### src/assert_macros.svh
// assertion macros shared by the culling rtl
// expects clk_i and rst_ni in the scope of each use
`ifndef ASSERT_MACROS_SVH
`define ASSERT_MACROS_SVH

// property checked on every rising edge outside reset
`define ASSERT_CLK(lbl, prop, msg) \
  lbl: assert property (@(posedge clk_i) disable iff (!rst_ni) prop) else $error(msg);

// condition that must never be seen outside reset
`define ASSERT_NEVER(lbl, cond, msg) \
  lbl: assert property (@(posedge clk_i) disable iff (!rst_ni) !(cond)) else $error(msg);

`endif

### src/sfc_pkg.sv
// types, constants and the square root digit step for the sphere culler
// no dependencies
package sfc_pkg;

  localparam int unsigned NUM_PLANES   = 6;
  localparam int unsigned CFG_IDX_W    = 3;
  localparam logic [CFG_IDX_W-1:0] CFG_IDX_LAST = CFG_IDX_W'(NUM_PLANES - 1);

  localparam int unsigned COORD_W      = 24;
  localparam int unsigned NORM_W       = 12;
  localparam int unsigned OFF_W        = 28;
  localparam int unsigned OFF_LSB      = 36;
  localparam int unsigned PLANE_W      = 64;

  // square root of (max squared scale << 12): 36-bit radicand, 18-bit root
  localparam int unsigned RADICAND_W   = 36;
  localparam int unsigned ROOT_W       = 18;
  localparam int unsigned REM_W        = 21;
  localparam int unsigned DIG_PER_STG  = 3;
  localparam int unsigned SQ_STAGES    = ROOT_W / DIG_PER_STG;

  localparam int unsigned RAD_SC_W     = COORD_W + ROOT_W;  // Q22.20
  localparam int unsigned PROD_W       = NORM_W + COORD_W;
  localparam int unsigned DOT_W        = PROD_W + 2;
  localparam int unsigned ACC_W        = 46;

  typedef struct packed {
    logic signed [COORD_W-1:0] cx;
    logic signed [COORD_W-1:0] cy;
    logic signed [COORD_W-1:0] cz;
    logic        [COORD_W-1:0] rad;
  } side_t;

  typedef struct packed {
    logic [REM_W-1:0]      rem;
    logic [ROOT_W-1:0]     root;
    logic [RADICAND_W-1:0] v;
  } sq_t;

  // one restoring digit: bring down two radicand bits, try (root*4 + 1)
  function automatic sq_t sqrt_digit(sq_t s);
    sq_t              r;
    logic [REM_W-1:0] rem_s;
    logic [REM_W-1:0] trial;
    rem_s = {s.rem[REM_W-3:0], s.v[RADICAND_W-1 -: 2]};
    trial = {1'b0, s.root, 2'b01};
    r.v   = {s.v[RADICAND_W-3:0], 2'b00};
    if (rem_s >= trial) begin
      r.rem  = rem_s - trial;
      r.root = {s.root[ROOT_W-2:0], 1'b1};
    end else begin
      r.rem  = rem_s;
      r.root = {s.root[ROOT_W-2:0], 1'b0};
    end
    return r;
  endfunction

  function automatic sq_t sqrt_stage(sq_t s);
    sq_t r;
    r = s;
    for (int i = 0; i < DIG_PER_STG; i++) begin
      r = sqrt_digit(r);
    end
    return r;
  endfunction

endpackage

### src/sfc_sqrt_pipe.sv
// pipelined integer square root, three root bits per stage, with sideband words
// depends on sfc_pkg and assert_macros.svh
`include "assert_macros.svh"

module sfc_sqrt_pipe
  import sfc_pkg::*;
(
  input  logic               clk_i,
  input  logic               rst_ni,
  input  logic               in_valid_i,
  output logic               in_ready_o,
  input  logic [COORD_W-1:0] in_mx_i,
  input  side_t              in_side_i,
  output logic               out_valid_o,
  input  logic               out_ready_i,
  output logic [ROOT_W-1:0]  out_root_o,
  output side_t              out_side_o
);

  logic [SQ_STAGES-1:0] v_q;
  logic [SQ_STAGES:0]   rdy;
  sq_t                  sq_q   [SQ_STAGES];
  side_t                side_q [SQ_STAGES];
  sq_t                  sq_in;

  // a stage takes a word when it is empty or its word moves on
  always_comb begin
    rdy[SQ_STAGES] = out_ready_i;
    for (int k = SQ_STAGES - 1; k >= 0; k--) begin
      rdy[k] = !v_q[k] || rdy[k+1];
    end
  end

  assign sq_in.rem  = '0;
  assign sq_in.root = '0;
  assign sq_in.v    = {in_mx_i, 12'b0};

  always_ff @(posedge clk_i or negedge rst_ni) begin
    if (!rst_ni) begin
      v_q <= '0;
    end else begin
      if (rdy[0]) begin
        v_q[0] <= in_valid_i;
      end
      for (int k = 1; k < SQ_STAGES; k++) begin
        if (rdy[k]) begin
          v_q[k] <= v_q[k-1];
        end
      end
    end
  end

  always_ff @(posedge clk_i) begin
    if (rdy[0]) begin
      sq_q[0]   <= sqrt_stage(sq_in);
      side_q[0] <= in_side_i;
    end
    for (int k = 1; k < SQ_STAGES; k++) begin
      if (rdy[k]) begin
        sq_q[k]   <= sqrt_stage(sq_q[k-1]);
        side_q[k] <= side_q[k-1];
      end
    end
  end

  assign in_ready_o  = rdy[0];
  assign out_valid_o = v_q[SQ_STAGES-1];
  assign out_root_o  = sq_q[SQ_STAGES-1].root;
  assign out_side_o  = side_q[SQ_STAGES-1];

  `ASSERT_CLK(a_full_when_blocked, !in_ready_o |-> (&v_q), "sqrt pipe blocked with a bubble")
  `ASSERT_CLK(a_last_holds, (out_valid_o && !out_ready_i) |=> (out_valid_o && $stable(out_root_o)), "stalled root changed")

endmodule

### config.mk
export PLATFORM = sky130hd
export DESIGN_NAME = sfc_sqrt_pipe
export DESIGN_NICKNAME = d
export VERILOG_FILES = /design/src/sfc_pkg.sv /design/src/sfc_sqrt_pipe.sv
export VERILOG_INCLUDE_DIRS = /design/src /design/src/src
export SDC_FILE = /design/constraint.sdc
export NUM_CORES = 1
export LEC_CHECK = 0
export ABC_AREA = 1
export BUFFER_PORTS_ARGS = -buffer_cell sky130_fd_sc_hd__buf_2
export CAP_MARGIN = 20
export CORE_MARGIN = 3
export CORE_UTILIZATION = 40
export CTS_CLUSTER_SIZE = 16
export DETAILED_ROUTE_END_ITERATION = 10
export GPL_TIMING_DRIVEN = 0
export HOLD_SLACK_MARGIN = 0.03
export PLACE_DENSITY = 0.63
export SLEW_MARGIN = 40
export SYNTH_ARGS = -nofsm -noshare
export SYNTH_HDL_FRONTEND = slang
export SYNTH_SLANG_ARGS = --single-unit
### constraint.sdc
create_clock -name clk_i -period 32.1 [get_ports clk_i]
set_input_delay 1.605 -clock clk_i [delete_from_list [all_inputs] [get_ports clk_i]]
set_output_delay 1.605 -clock clk_i [all_outputs]
set_load 0.02 [all_outputs]
==> flow_summary.json, run 1 <==
{
  "setup_tns_ns": 0,
  "avgViaCountPerCell": 4.85,
  "syn_area_um2": 37600,
  "postRouteAntennaNets": 0,
  "wl_per_cell_um": 16.8,
  "ys_async_sr_fraction_pct": 0.774,
  "cts_buffers": 82,
  "cts_setup_buffers": 0,
  "worst-path-stages": 40,
  "synth-main-ff-cell": "edfxtp_1",
  "post-route-worst-setup-slack_ns": 24.00,
  "die_h_um": 313,
  "htreeDepth": 3,
  "p_leak_uw": 0.0186,
  "dieArea_um2": 97800,
  "clk_pin_slew_worst_paths_ns": 0.06,
  "grt.total_usage_pct": 17.5,
  "clock_latency_ns": 0.64,
  "switching_share_pct": 34.7,
  "fin_nets": 4174,
  "cp-endpoint": "sq_q[4][64]$_DFFE_PP_",
  "reg2reg_to": "sq_q[4][64]$_DFFE_PP_",
  "critPathArrivalTime_ns": 8.60,
  "totalWireLength_um": 86900,
  "crit_required_ns": 32.60,
  "cts_tree": "built",
  "drc": 0,
  "drt_iter0_markers": 1598,
  "worst_pin_slew_ns": 0.736,
  "layout-drive-gt1-share_pct": 13.0,
  "power.density_nw_per_um2": 80.7,
  "rrSetupSlack_ns": 24.00,
  "ir_drop_mv": 0.0437,
  "core_area_um2": 92500,
  "critPathKind": "reg -> reg",
  "synth_seq_area_share_pct": 61.8,
  "crit_family": "compound AO/OA/AOI/OAI gates",
  "fin_skew_ns": 0.0419,
  "final-max-slew-violation-count": 0,
  "synth.distinct_cells": 61,
  "hp-class": "reg -> reg",
  "grt_max_degree": 72,
  "cp_max_fo": 12,
  "setup_viol_count_final": 0,
  "syn-instance-count": 3535,
  "die_w_um": 313,
  "r2r-start": "sq_q[3][32]$_DFFE_PP_",
  "post-dp-hpwl_um": 67000,
  "syn_area_per_cell_um2": 10.6,
  "fin_crit_sh_pct": 25.2,
  "reg2reg_depth": 40,
  "cp-start-kind": "flip-flop",
  "hold_viol": 0,
  "internal-power_uw": 2290,
  "ctsResizeCount": 0,
  "num_rows": 111,
  "first_global_vias": 24300,
  "rsz0062_at_grt": "false",
  "ys_ff_latch": 775,
  "pwr-share-seq_pct": 41.6,
  "pin_count": 240,
  "grt_antenna_before_repair": 8,
  "ctsHoldBuffers": 0,
  "pwr-share-comb_pct": 31.5,
  "p_clk_share_pct": 26.9,
  "clock_sinks": 775,
  "critPathBufInv": 6,
  "slowest_delay_ns": 0.56,
  "start_util_pct": 40.7,
  "grt_pass1_wl_um": 135000,
  "cts_buffer_depth": 3,
  "routabilityCongestion": 0.915,
  "portBuffers": 239,
  "post-place-ws_ns": 23.87,
  "worst_path_most_repeated_cell": "nand2_1",
  "cp-startpoint": "sq_q[3][32]$_DFFE_PP_",
  "finalCriticalPeriod_ns": 8.10,
  "yosys_warnings": 0,
  "status": "finished clean",
  "syn_to_final_growth_pct": 15.6,
  "power_uw": 3510,
  "p_switching_uw": 1220,
  "fmax_mhz": 123,
  "dpl_cell_area_um2": 40700,
  "maxSlewHeadroom_pct": 51.0,
  "num_vias": 25200,
  "overflow": 0,
  "clockRootBuffer": "clkbuf_16",
  "final_cell_area_um2": 43500,
  "first_pass_iters": 5,
  "synth_edf_count": 769,
  "cpMaxStageDelayCell": "a221oi_1",
  "max-cap-violations": 0,
  "crit_path_end_kind": "flip-flop"
}
==> cells by family (layout without fill, tap and decap cells) <==
family                   after synthesis  count (layout)  synth area share (%)
AO/OA/AOI/OAI                        380             380                  5.54
XOR/XNOR                             122             122                  2.84
adder cells (fa/ha/maj)              179             179                  6.03
buffers and inverters                469             871                  4.93
flip-flops                           775             775                  61.8
other                                  1               5               0.00996
AND/OR/NAND/NOR                     1609            1609                  18.9
==> registers in the layout (all words and copies together), names as in the netlist <==
signal / flops
v_q: 6
sq_q: 193
side_q: 576
==> routing by layer <==
layer / up-vias / global-route usage (%) / wire (um)
met1: 11700 / 23.4 / 39600
met4: 0 / 4.89 / 2100
met5: - / 0 / 0
li1: 12800 / - / -
met3: 132 / 2.83 / 4040
met2: 526 / 29.7 / 41100
==> synth_stat cells, types with 2 or more instances <==
cell	number	area, um2
nor2_2	20	125
and3_1	2	12.5
nand2_2	22	138
nand3_1	242	1210
a21oi_1	148	741
clkinv_1	2	7.51
o21ai_0	157	786
ha_1	175	2190
nand4_2	2	25.0
nand2_4	6	67.6
inv_1	424	1590
a21boi_0	2	15.0
a31oi_1	8	50.1
nor4_1	3	18.8
buf_4	3	22.5
o221ai_1	2	17.5
nor2_1	270	1010
fa_1	4	80.1
nor3_1	28	140
and2_1	5	31.3
o31ai_1	6	45.0
nand3b_1	16	120
o21ai_2	2	17.5
o21a_1	9	67.6
nand3_2	19	190
clkbuf_1	12	45.0
a21o_1	12	90.1
or2_2	15	93.8
inv_2	12	45.0
o21ai_1	6	30.0
nand4_1	61	382
xnor2_1	50	438
nand2_1	878	3300
nor2_4	10	113
dfrtp_1	6	150
xor2_1	72	631
buf_6	9	101
buf_2	5	25.0
o2111ai_1	4	35.0
a211oi_1	3	22.5
o21bai_1	12	90.1
o211ai_1	2	15.0
edfxtp_1	769	23100
a221oi_1	3	26.3
==> area by class of cell <==
type,instances,area [um2]
clock buffers,95,2120
plain buffers,31,213
fillers,8548,49000
repair buffers,250,1480
inverters,438,1680
multi-input cells,2293,12500
diodes,2,5.00
well taps,1243,1560
flip-flops and latches,775,23200
clock inverters,57,646
==> worst reg2reg max path, delay by kind of cell (launching register included) <==
kind                     cells  cell delay [ns]
AO/OA/AOI/OAI               13             2.87
AND/OR/NAND/NOR             17             2.03
buffers and inverters        6             1.43
adder cells (fa/ha/maj)      4             1.21
flip-flops                   1             0.46
==> through the flow <==
| stage | hold WS [ns] | cells | util, % |
|---|---|---|---|
| 2_1_floorplan | 0.400 | 3537 | - |
| 3_3_place_gp | 0.400 | 5019 | 43.7 |
| 3_5_place_dp | 0.405 | 5030 | 44.0 |
| 4_1_cts | 0.399 | 5182 | 47.0 |
| 5_1_grt | 0.400 | 5182 | 47.0 |
| 6_report | 0.400 | 5184 | 47.0 |
==> power groups by stage <==
stage               clock network, uW  logic (uW)  registers [uW]
finish                            946        1110            1460
global route                     1020        1260            1480
detailed placement                  0        1100            1480
global placement                    0        1080            1490
CTS                               976        1110            1460
floorplan                           0         802            1480
==> how the worst min path moves through the flow <==
stage	endpoint	depth (start not counted)	slack [ns]	startpoint
after global routing	side_q[3][27]$_DFFE_PP_	0	0.40	side_q[2][27]$_DFFE_PP_
final	side_q[5][46]$_DFFE_PP_	0	0.40	side_q[4][46]$_DFFE_PP_
after CTS	side_q[3][91]$_DFFE_PP_	0	0.40	side_q[2][91]$_DFFE_PP_
after detailed placement	side_q[1][37]$_DFFE_PP_	0	0.40	side_q[0][37]$_DFFE_PP_
after floorplan	side_q[1][0]$_DFFE_PP_	0	0.40	side_q[0][0]$_DFFE_PP_
after global placement	side_q[4][31]$_DFFE_PP_	0	0.40	side_q[3][31]$_DFFE_PP_
==> cell usage in the layout (no fill, tap or decap), drive strengths merged, types with 36 or more instances in the layout <==
master    n
nand2   907
inv     441
clkinv   36
a21oi   149
nand3   262
xnor2    50
ha      175
buf     269
nand4    64
clkbuf  107
nor2    301
o21ai   165
edfxtp  769
xor2     72
No activity file was read; power rests on OpenSTA's default activity.
==> inputs of run 2 (changes only) <==
--- a/config.mk
+++ b/config.mk
@@ -6,7 +6,7 @@
 export SDC_FILE = /design/constraint.sdc
 export NUM_CORES = 1
 export LEC_CHECK = 0
-export ABC_AREA = 1
+export ABC_AREA = 0
 export BUFFER_PORTS_ARGS = -buffer_cell sky130_fd_sc_hd__buf_2
 export CAP_MARGIN = 20
 export CORE_MARGIN = 3
@@ -15,7 +15,7 @@
 export DETAILED_ROUTE_END_ITERATION = 10
 export GPL_TIMING_DRIVEN = 0
 export HOLD_SLACK_MARGIN = 0.03
-export PLACE_DENSITY = 0.63
+export PLACE_DENSITY = 0.66
 export SLEW_MARGIN = 40
 export SYNTH_ARGS = -nofsm -noshare
 export SYNTH_HDL_FRONTEND = slang
==> constraint.sdc (replaced) <==
create_clock -name clk_i -period 6.58 [get_ports clk_i]
set_input_delay 0.329 -clock clk_i [delete_from_list [all_inputs] [get_ports clk_i]]
set_output_delay 0.329 -clock clk_i [all_outputs]
set_load 0.02 [all_outputs]
==> flow_summary.json, run 2 <==
{
  "cp-start-kind": "flip-flop",
  "grt_pass1_wl_um": 125000,
  "fin_nets": 3527,
  "crit_required_ns": 6.96,
  "largest_register": "side_q",
  "synth.distinct_cells": 104,
  "fin_crit_sh_pct": 118,
  "violations": "setup timing",
  "worst_path_most_repeated_cell": "a21oi_2",
  "critPathArrivalTime_ns": 8.16,
  "drc": 0,
  "grt_antenna_before_repair": 5,
  "slowest_delay_ns": 0.43,
  "num_rows": 108,
  "final_cell_mix": "edfxtp_1 (769), buf_2 (241), buf_4 (220)",
  "pin_count": 240,
  "cts_buffer_depth": 3,
  "cts_tree": "built",
  "hold_viol": 0,
  "synth_edf_count": 769,
  "synth_most_common_cell": "edfxtp_1",
  "synth_commonest_cells": "edfxtp_1 (769), ha_1 (175), a21oi_1 (167), nand2_1 (157), nor2_1 (157)",
  "grt.total_usage_pct": 17.6,
  "status": "complete, but fails checks",
  "ff_latch_area_um2": 23200,
  "worst_pin_slew_ns": 0.848,
  "synth-main-ff-cell": "edfxtp_1",
  "dp_cells": 3952,
  "first_global_vias": 22600,
  "post-place-ws_ns": -2.13,
  "die_h_um": 302,
  "reg.largest.list": "side_q: 576 flops, sq_q: 193 flops, v_q: 6 flops",
  "synth_area_leaders": "edfxtp_1 (66%), ha_1 (6.2%), xnor2_1 (2.9%)",
  "syn_area_um2": 35200,
  "clock_latency_ns": 0.62,
  "fin_skew_ns": 0.0266,
  "final_cells": 4435,
  "synth_seq_area_share_pct": 66.1,
  "start_util_pct": 40.4,
  "power.density_nw_per_um2": 380,
  "post-dp-hpwl_um": 55300,
  "finalCriticalPeriod_ns": 7.78,
  "postRouteAntennaNets": 0,
  "ir_drop_mv": 0.221,
  "final-max-slew-violation-count": 0,
  "critPathKind": "reg -> reg",
  "overflow": 0,
  "final_cell_area_um2": 45700,
  "fillerInstances": 7177,
  "p_leak_uw": 0.0180,
  "ys_async_sr_fraction_pct": 0.774,
  "avgViaCountPerCell": 5.10,
  "syn_area_per_cell_um2": 13.8,
  "syn-instance-count": 2541,
  "rsz0062_at_grt": "true",
  "crit_path_end_kind": "flip-flop",
  "synth_compound_area_share_pct": 10.1,
  "ys_ff_latch": 775,
  "hp-class": "in -> reg",
  "clock_sinks": 775,
  "die_w_um": 302,
  "largest_register_ffs": 576,
  "dpl_cell_area_um2": 38800,
  "dieArea_um2": 91500,
  "max-cap-violations": 0,
  "final_common_cell": "edfxtp_1",
  "synth_xor_area_share_pct": 4.61,
  "grt_max_degree": 68,
  "yosys.area_share.adder_pct": 6.46,
  "portBuffers": 239,
  "wl_per_cell_um": 18.3,
  "layout-drive-gt1-share_pct": 29.6,
  "cp_max_fo": 5,
  "post-route-worst-setup-slack_ns": -1.20,
  "setup_tns_ns": -7.38,
  "multi_input_area_um2": 12800,
  "rrSetupSlack_ns": -1.20,
  "core_area_um2": 87000,
  "num_vias": 22600,
  "routabilityCongestion": 0.864,
  "yosys_warnings": 0,
  "fmax_mhz": 129,
  "clk_pin_slew_worst_paths_ns": 0.06,
  "yosysTopAreaCellShare_pct": 65.7,
  "yosysTopAreaCell": "edfxtp_1",
  "syn_to_final_growth_pct": 30.0,
  "first_pass_iters": 5,
  "setup_viol_count_final": 36,
  "htreeDepth": 3,
  "synth_simple_gate_area_share_pct": 9.03,
  "drt_iter0_markers": 1269,
  "maxSlewHeadroom_pct": 43.5,
  "clockRootBuffer": "clkbuf_16",
  "cpMaxStageDelayCell": "edfxtp_1",
  "synth_top_family_by_area": "compound AO/OA/AOI/OAI gates",
  "cts_buffers": 79,
  "yosys-mux-area-fraction_pct": 1.59,
  "totalWireLength_um": 81000
}
-- run 2: cell types whose count changed after synthesis, sizes merged, moves of 22 or more --
cell    previous run  this run
nor3              29        54
xnor2             50       118
nor2             301       157
inv              436       144
a21o              12        45
nand2b             0        28
nand4             64        16
nand2            907       158
nand3            262        53
nor4               4        26
o21ai            165       114
mux2               0        40
-- run 2: kinds of logic after synthesis --
group / after synthesis
buffers and inverters: 184
adders and majority gates: 179
other: 1
xor gates and xnor gates: 185
DFF: 775
muxes: 51
and+or+nand+nor: 620
AOI/OAI and AO/OA: 546
-- run 2: metal layers --
layer	share of wire [%]	wire, um	global-route usage (%)	vias to the layer above
li1	-	-	-	11000
met1	44	35800	23.3	10900
met4	2.5	2020	4.94	0
met2	49	39800	30.3	514
met3	4.1	3360	2.49	122
met5	0	0	0	-
-- run 2: timing repair --
item / CTS / global route
hold buffers: 118 / 0
endpoints found under the hold margin: 121 / 0
setup buffers: 166 / 63
setup endpoints to repair: 80 / 80
cloned: 5 / 1
resized for setup: 231 / 108
pin swaps: 113 / 59
-- run 2: path summary, 6_finish.rpt --
path / startpoint / to / depth (start not counted)
max in group asynchronous: rst_ni / v_q[3]$_DFFE_PN0P_ / 4
min in group asynchronous: rst_ni / v_q[2]$_DFFE_PN0P_ / 3
worst min-delay path: in_mx_i[23] / sq_q[0][32]$_DFFE_PP_ / 2
worst max register to register: sq_q[4][31]$_DFFE_PP_ / sq_q[5][49]$_DFFE_PP_ / 44
worst min register to register: side_q[3][93]$_DFFE_PP_ / side_q[4][93]$_DFFE_PP_ / 0
worst max-delay path: sq_q[4][31]$_DFFE_PP_ / sq_q[5][49]$_DFFE_PP_ / 44
-- run 2: final cells by class --
cell class,count,area share (%)
flip-flops and latches,775,50.9
multi-input cells,1584,28.1
repair buffers,606,10.0
clock buffers,87,4.44
well taps,1155,3.16
inverters,145,1.31
clock inverters,49,1.08
plain buffers,33,1.00
diodes,1,0.00548
-- run 2: stage by stage --
step | hold slack [ns] | total power (uW) | util [%]
floorplan | 0.0334 | 10800 | -
global placement | 0.162 | 12000 | 44.1
detailed placement | 0.168 | 12000 | 44.5
CTS | 0.0390 | 17200 | 51.5
global route | 0.0541 | 18400 | 52.5
finish | 0.0856 | 17400 | 52.5
-- run 2: worst max-delay path, delay by kind of cell, from the launching register on --
family,cells,cell delay [ns]
buffers and inverters,6,0.88
muxes,1,0.31
adders and majority gates,4,0.97
AOI/OAI and AO/OA,27,4.03
and+or+nand+nor,6,0.86
DFF,1,0.43
-- run 2: power by group --
| part | total (uW) | switching (uW) | internal [uW] |
|---|---|---|---|
| combinational | 5870 | 3250 | 2620 |
| clock | 4340 | 1800 | 2540 |
| sequential | 7160 | 426 | 6730 |
| total | 17400 | 5480 | 11900 |
==> inputs of run 3 (changes only) <==
--- a/config.mk
+++ b/config.mk
@@ -7,16 +7,17 @@
 export NUM_CORES = 1
 export LEC_CHECK = 0
 export ABC_AREA = 0
-export BUFFER_PORTS_ARGS = -buffer_cell sky130_fd_sc_hd__buf_2
 export CAP_MARGIN = 20
 export CORE_MARGIN = 3
 export CORE_UTILIZATION = 40
 export CTS_CLUSTER_SIZE = 16
 export DETAILED_ROUTE_END_ITERATION = 10
+export DONT_BUFFER_PORTS = 1
 export GPL_TIMING_DRIVEN = 0
 export HOLD_SLACK_MARGIN = 0.03
-export PLACE_DENSITY = 0.66
+export PLACE_DENSITY = 0.63
 export SLEW_MARGIN = 40
 export SYNTH_ARGS = -nofsm -noshare
 export SYNTH_HDL_FRONTEND = slang
 export SYNTH_SLANG_ARGS = --single-unit
+export TNS_END_PERCENT = 10
==> constraint.sdc (replaced) <==
create_clock -name clk_i -period 6.58 [get_ports clk_i]
set_input_delay 1.645 -clock clk_i [delete_from_list [all_inputs] [get_ports clk_i]]
set_output_delay 1.645 -clock clk_i [all_outputs]
set_load 0.02 [all_outputs]
==> flow_summary.json, run 3 (synthesized netlist as in run 2, its figures left out) <==
{
  "worst_path_most_repeated_cell": "a21oi_2",
  "reg.largest.list": "side_q: 576 flops, sq_q: 193 flops, v_q: 6 flops",
  "rsz0062_at_grt": "true",
  "clk_pin_slew_worst_paths_ns": 0.06,
  "fin_skew_ns": 0.0339,
  "grt_antenna_before_repair": 9,
  "first_global_vias": 21800,
  "layout-drive-gt1-share_pct": 20.9,
  "postRouteAntennaNets": 0,
  "fillerInstances": 7370,
  "grt_pass1_wl_um": 124000,
  "first_pass_iters": 5,
  "wl_per_cell_um": 20.3,
  "status": "complete, but fails checks",
  "cp_max_fo": 11,
  "routabilityCongestion": 0.922,
  "die_w_um": 302,
  "cts_buffers": 79,
  "violations": "setup timing",
  "max-cap-violations": 0,
  "drt_iter0_markers": 1439,
  "crit_path_end_kind": "flip-flop",
  "setup_viol_count_final": 40,
  "power_uw": 17100,
  "die_h_um": 302,
  "fmax_mhz": 127,
  "num_rows": 108,
  "clock_latency_ns": 0.64,
  "fin_crit_sh_pct": 120,
  "start_util_pct": 40.4,
  "cts_buffer_depth": 3,
  "largest_register": "side_q",
  "fin_nets": 3063,
  "grt.total_usage_pct": 17.4,
  "final_cell_mix": "edfxtp_1 (769), nand2_1 (142), nor2_1 (141), ha_1 (141), a21oi_1 (132)",
  "cpMaxStageDelayCell": "edfxtp_1",
  "clockRootBuffer": "clkbuf_16",
  "post-route-worst-setup-slack_ns": -1.30,
  "worst_pin_slew_ns": 0.772,
  "crit_required_ns": 6.97,
  "cp-start-kind": "flip-flop",
  "drc": 0,
  "finalCriticalPeriod_ns": 7.88,
  "largest_register_ffs": 576,
  "final_common_cell": "edfxtp_1",
  "holdWs_ns": 0.398,
  "portBuffers": 0,
  "multi_input_area_um2": 12500,
  "ff_latch_area_um2": 23200,
  "ir_drop_mv": 0.272,
  "grt_max_degree": 70,
  "clock_sinks": 775,
  "totalWireLength_um": 80700,
  "maxSlewHeadroom_pct": 47.0,
  "power.density_nw_per_um2": 405,
  "pin_count": 240,
  "dieArea_um2": 91500,
  "htreeDepth": 3,
  "critPathBufInv": 4,
  "overflow": 0,
  "final-max-slew-violation-count": 0,
  "slowest_delay_ns": 0.46,
  "num_vias": 21600,
  "crit_family": "compound AO/OA/AOI/OAI gates",
  "avgViaCountPerCell": 5.42,
  "critPathKind": "reg -> reg",
  "syn_to_final_growth_pct": 20.4,
  "cts_tree": "built",
  "p_leak_uw": 0.0160,
  "post-dp-hpwl_um": 56500,
  "hp-class": "reg -> reg",
  "core_area_um2": 87000,
  "ctsHoldBuffers": 0,
  "critPathArrivalTime_ns": 8.27,
  "hold_viol": 0
}
run 3: area by class of cell:
class / count / share of cell area (%)
Antenna cell: 6 / 0.0355
Buffer: 35 / 1.06
Clock buffer: 91 / 4.90
Clock inverter: 50 / 1.49
Inverter: 145 / 1.37
Multi-Input combinational cell: 1584 / 29.6
Sequential cell: 775 / 54.9
Tap cell: 1155 / 3.41
Timing Repair Buffer: 140 / 3.27
run 3: report_power, final:
part	total, uW	switching (uW)	internal, uW
clock network	4580	1890	2690
registers	7390	646	6740
logic	5150	2950	2200
total	17100	5490	11600
run 3: worst register-to-register path: cells and delay by family, from the launching register on:
family / cells / cell delay, ns
compound gates: 26 / 4.01
simple gates: 7 / 1.11
fa+ha+maj: 4 / 1.03
buf+inv: 4 / 0.67
flops: 1 / 0.46
mux: 1 / 0.31
run 3: metal layers:
metal  part of all wire [%]  track usage [%]  vias up
met4                    3.3             5.66        2
met5                  0.015                0        -
li1                       -                -    10100
met1                     42             21.7    10600
met2                     49             29.8      720
met3                    6.2             4.15      174
run 3: worst paths after layout:
kind,from,to,slack (ns),cells after the start
setup / recovery,sq_q[4][49]$_DFFE_PP_,sq_q[5][49]$_DFFE_PP_,-1.30,42
min in group asynchronous,rst_ni,v_q[3]$_DFFE_PN0P_,0.70,0
hold / removal,side_q[2][42]$_DFFE_PP_,side_q[3][42]$_DFFE_PP_,0.40,0
setup reg to reg,sq_q[4][49]$_DFFE_PP_,sq_q[5][49]$_DFFE_PP_,-1.30,42
max in group asynchronous,rst_ni,v_q[1]$_DFFE_PN0P_,5.78,0
hold reg to reg,side_q[2][42]$_DFFE_PP_,side_q[3][42]$_DFFE_PP_,0.40,0
run 3: through the flow:
step           util (%)  cells  TNS (ns)  worst slack, ns  area (um2)
3_3_place_gp       42.3   3698  -1450.93            -3.70       36800
2_1_floorplan         -   2543   -102.56           -0.821       35300
6_report           48.6   3981    -16.34            -1.30       42300
4_1_cts            47.8   3940    -23.81            -1.37       41600
5_1_grt            48.6   3978    -33.79            -1.77       42300
3_5_place_dp       42.7   3714   -167.72            -3.76       37200
run 3: repair_timing:
action | CTS | global route
endpoints found under the setup margin | 82 | 80
gates resized for setup | 257 | 95
setup buffers | 86 | 31
cloned | 3 | 3
pin swaps | 89 | 28
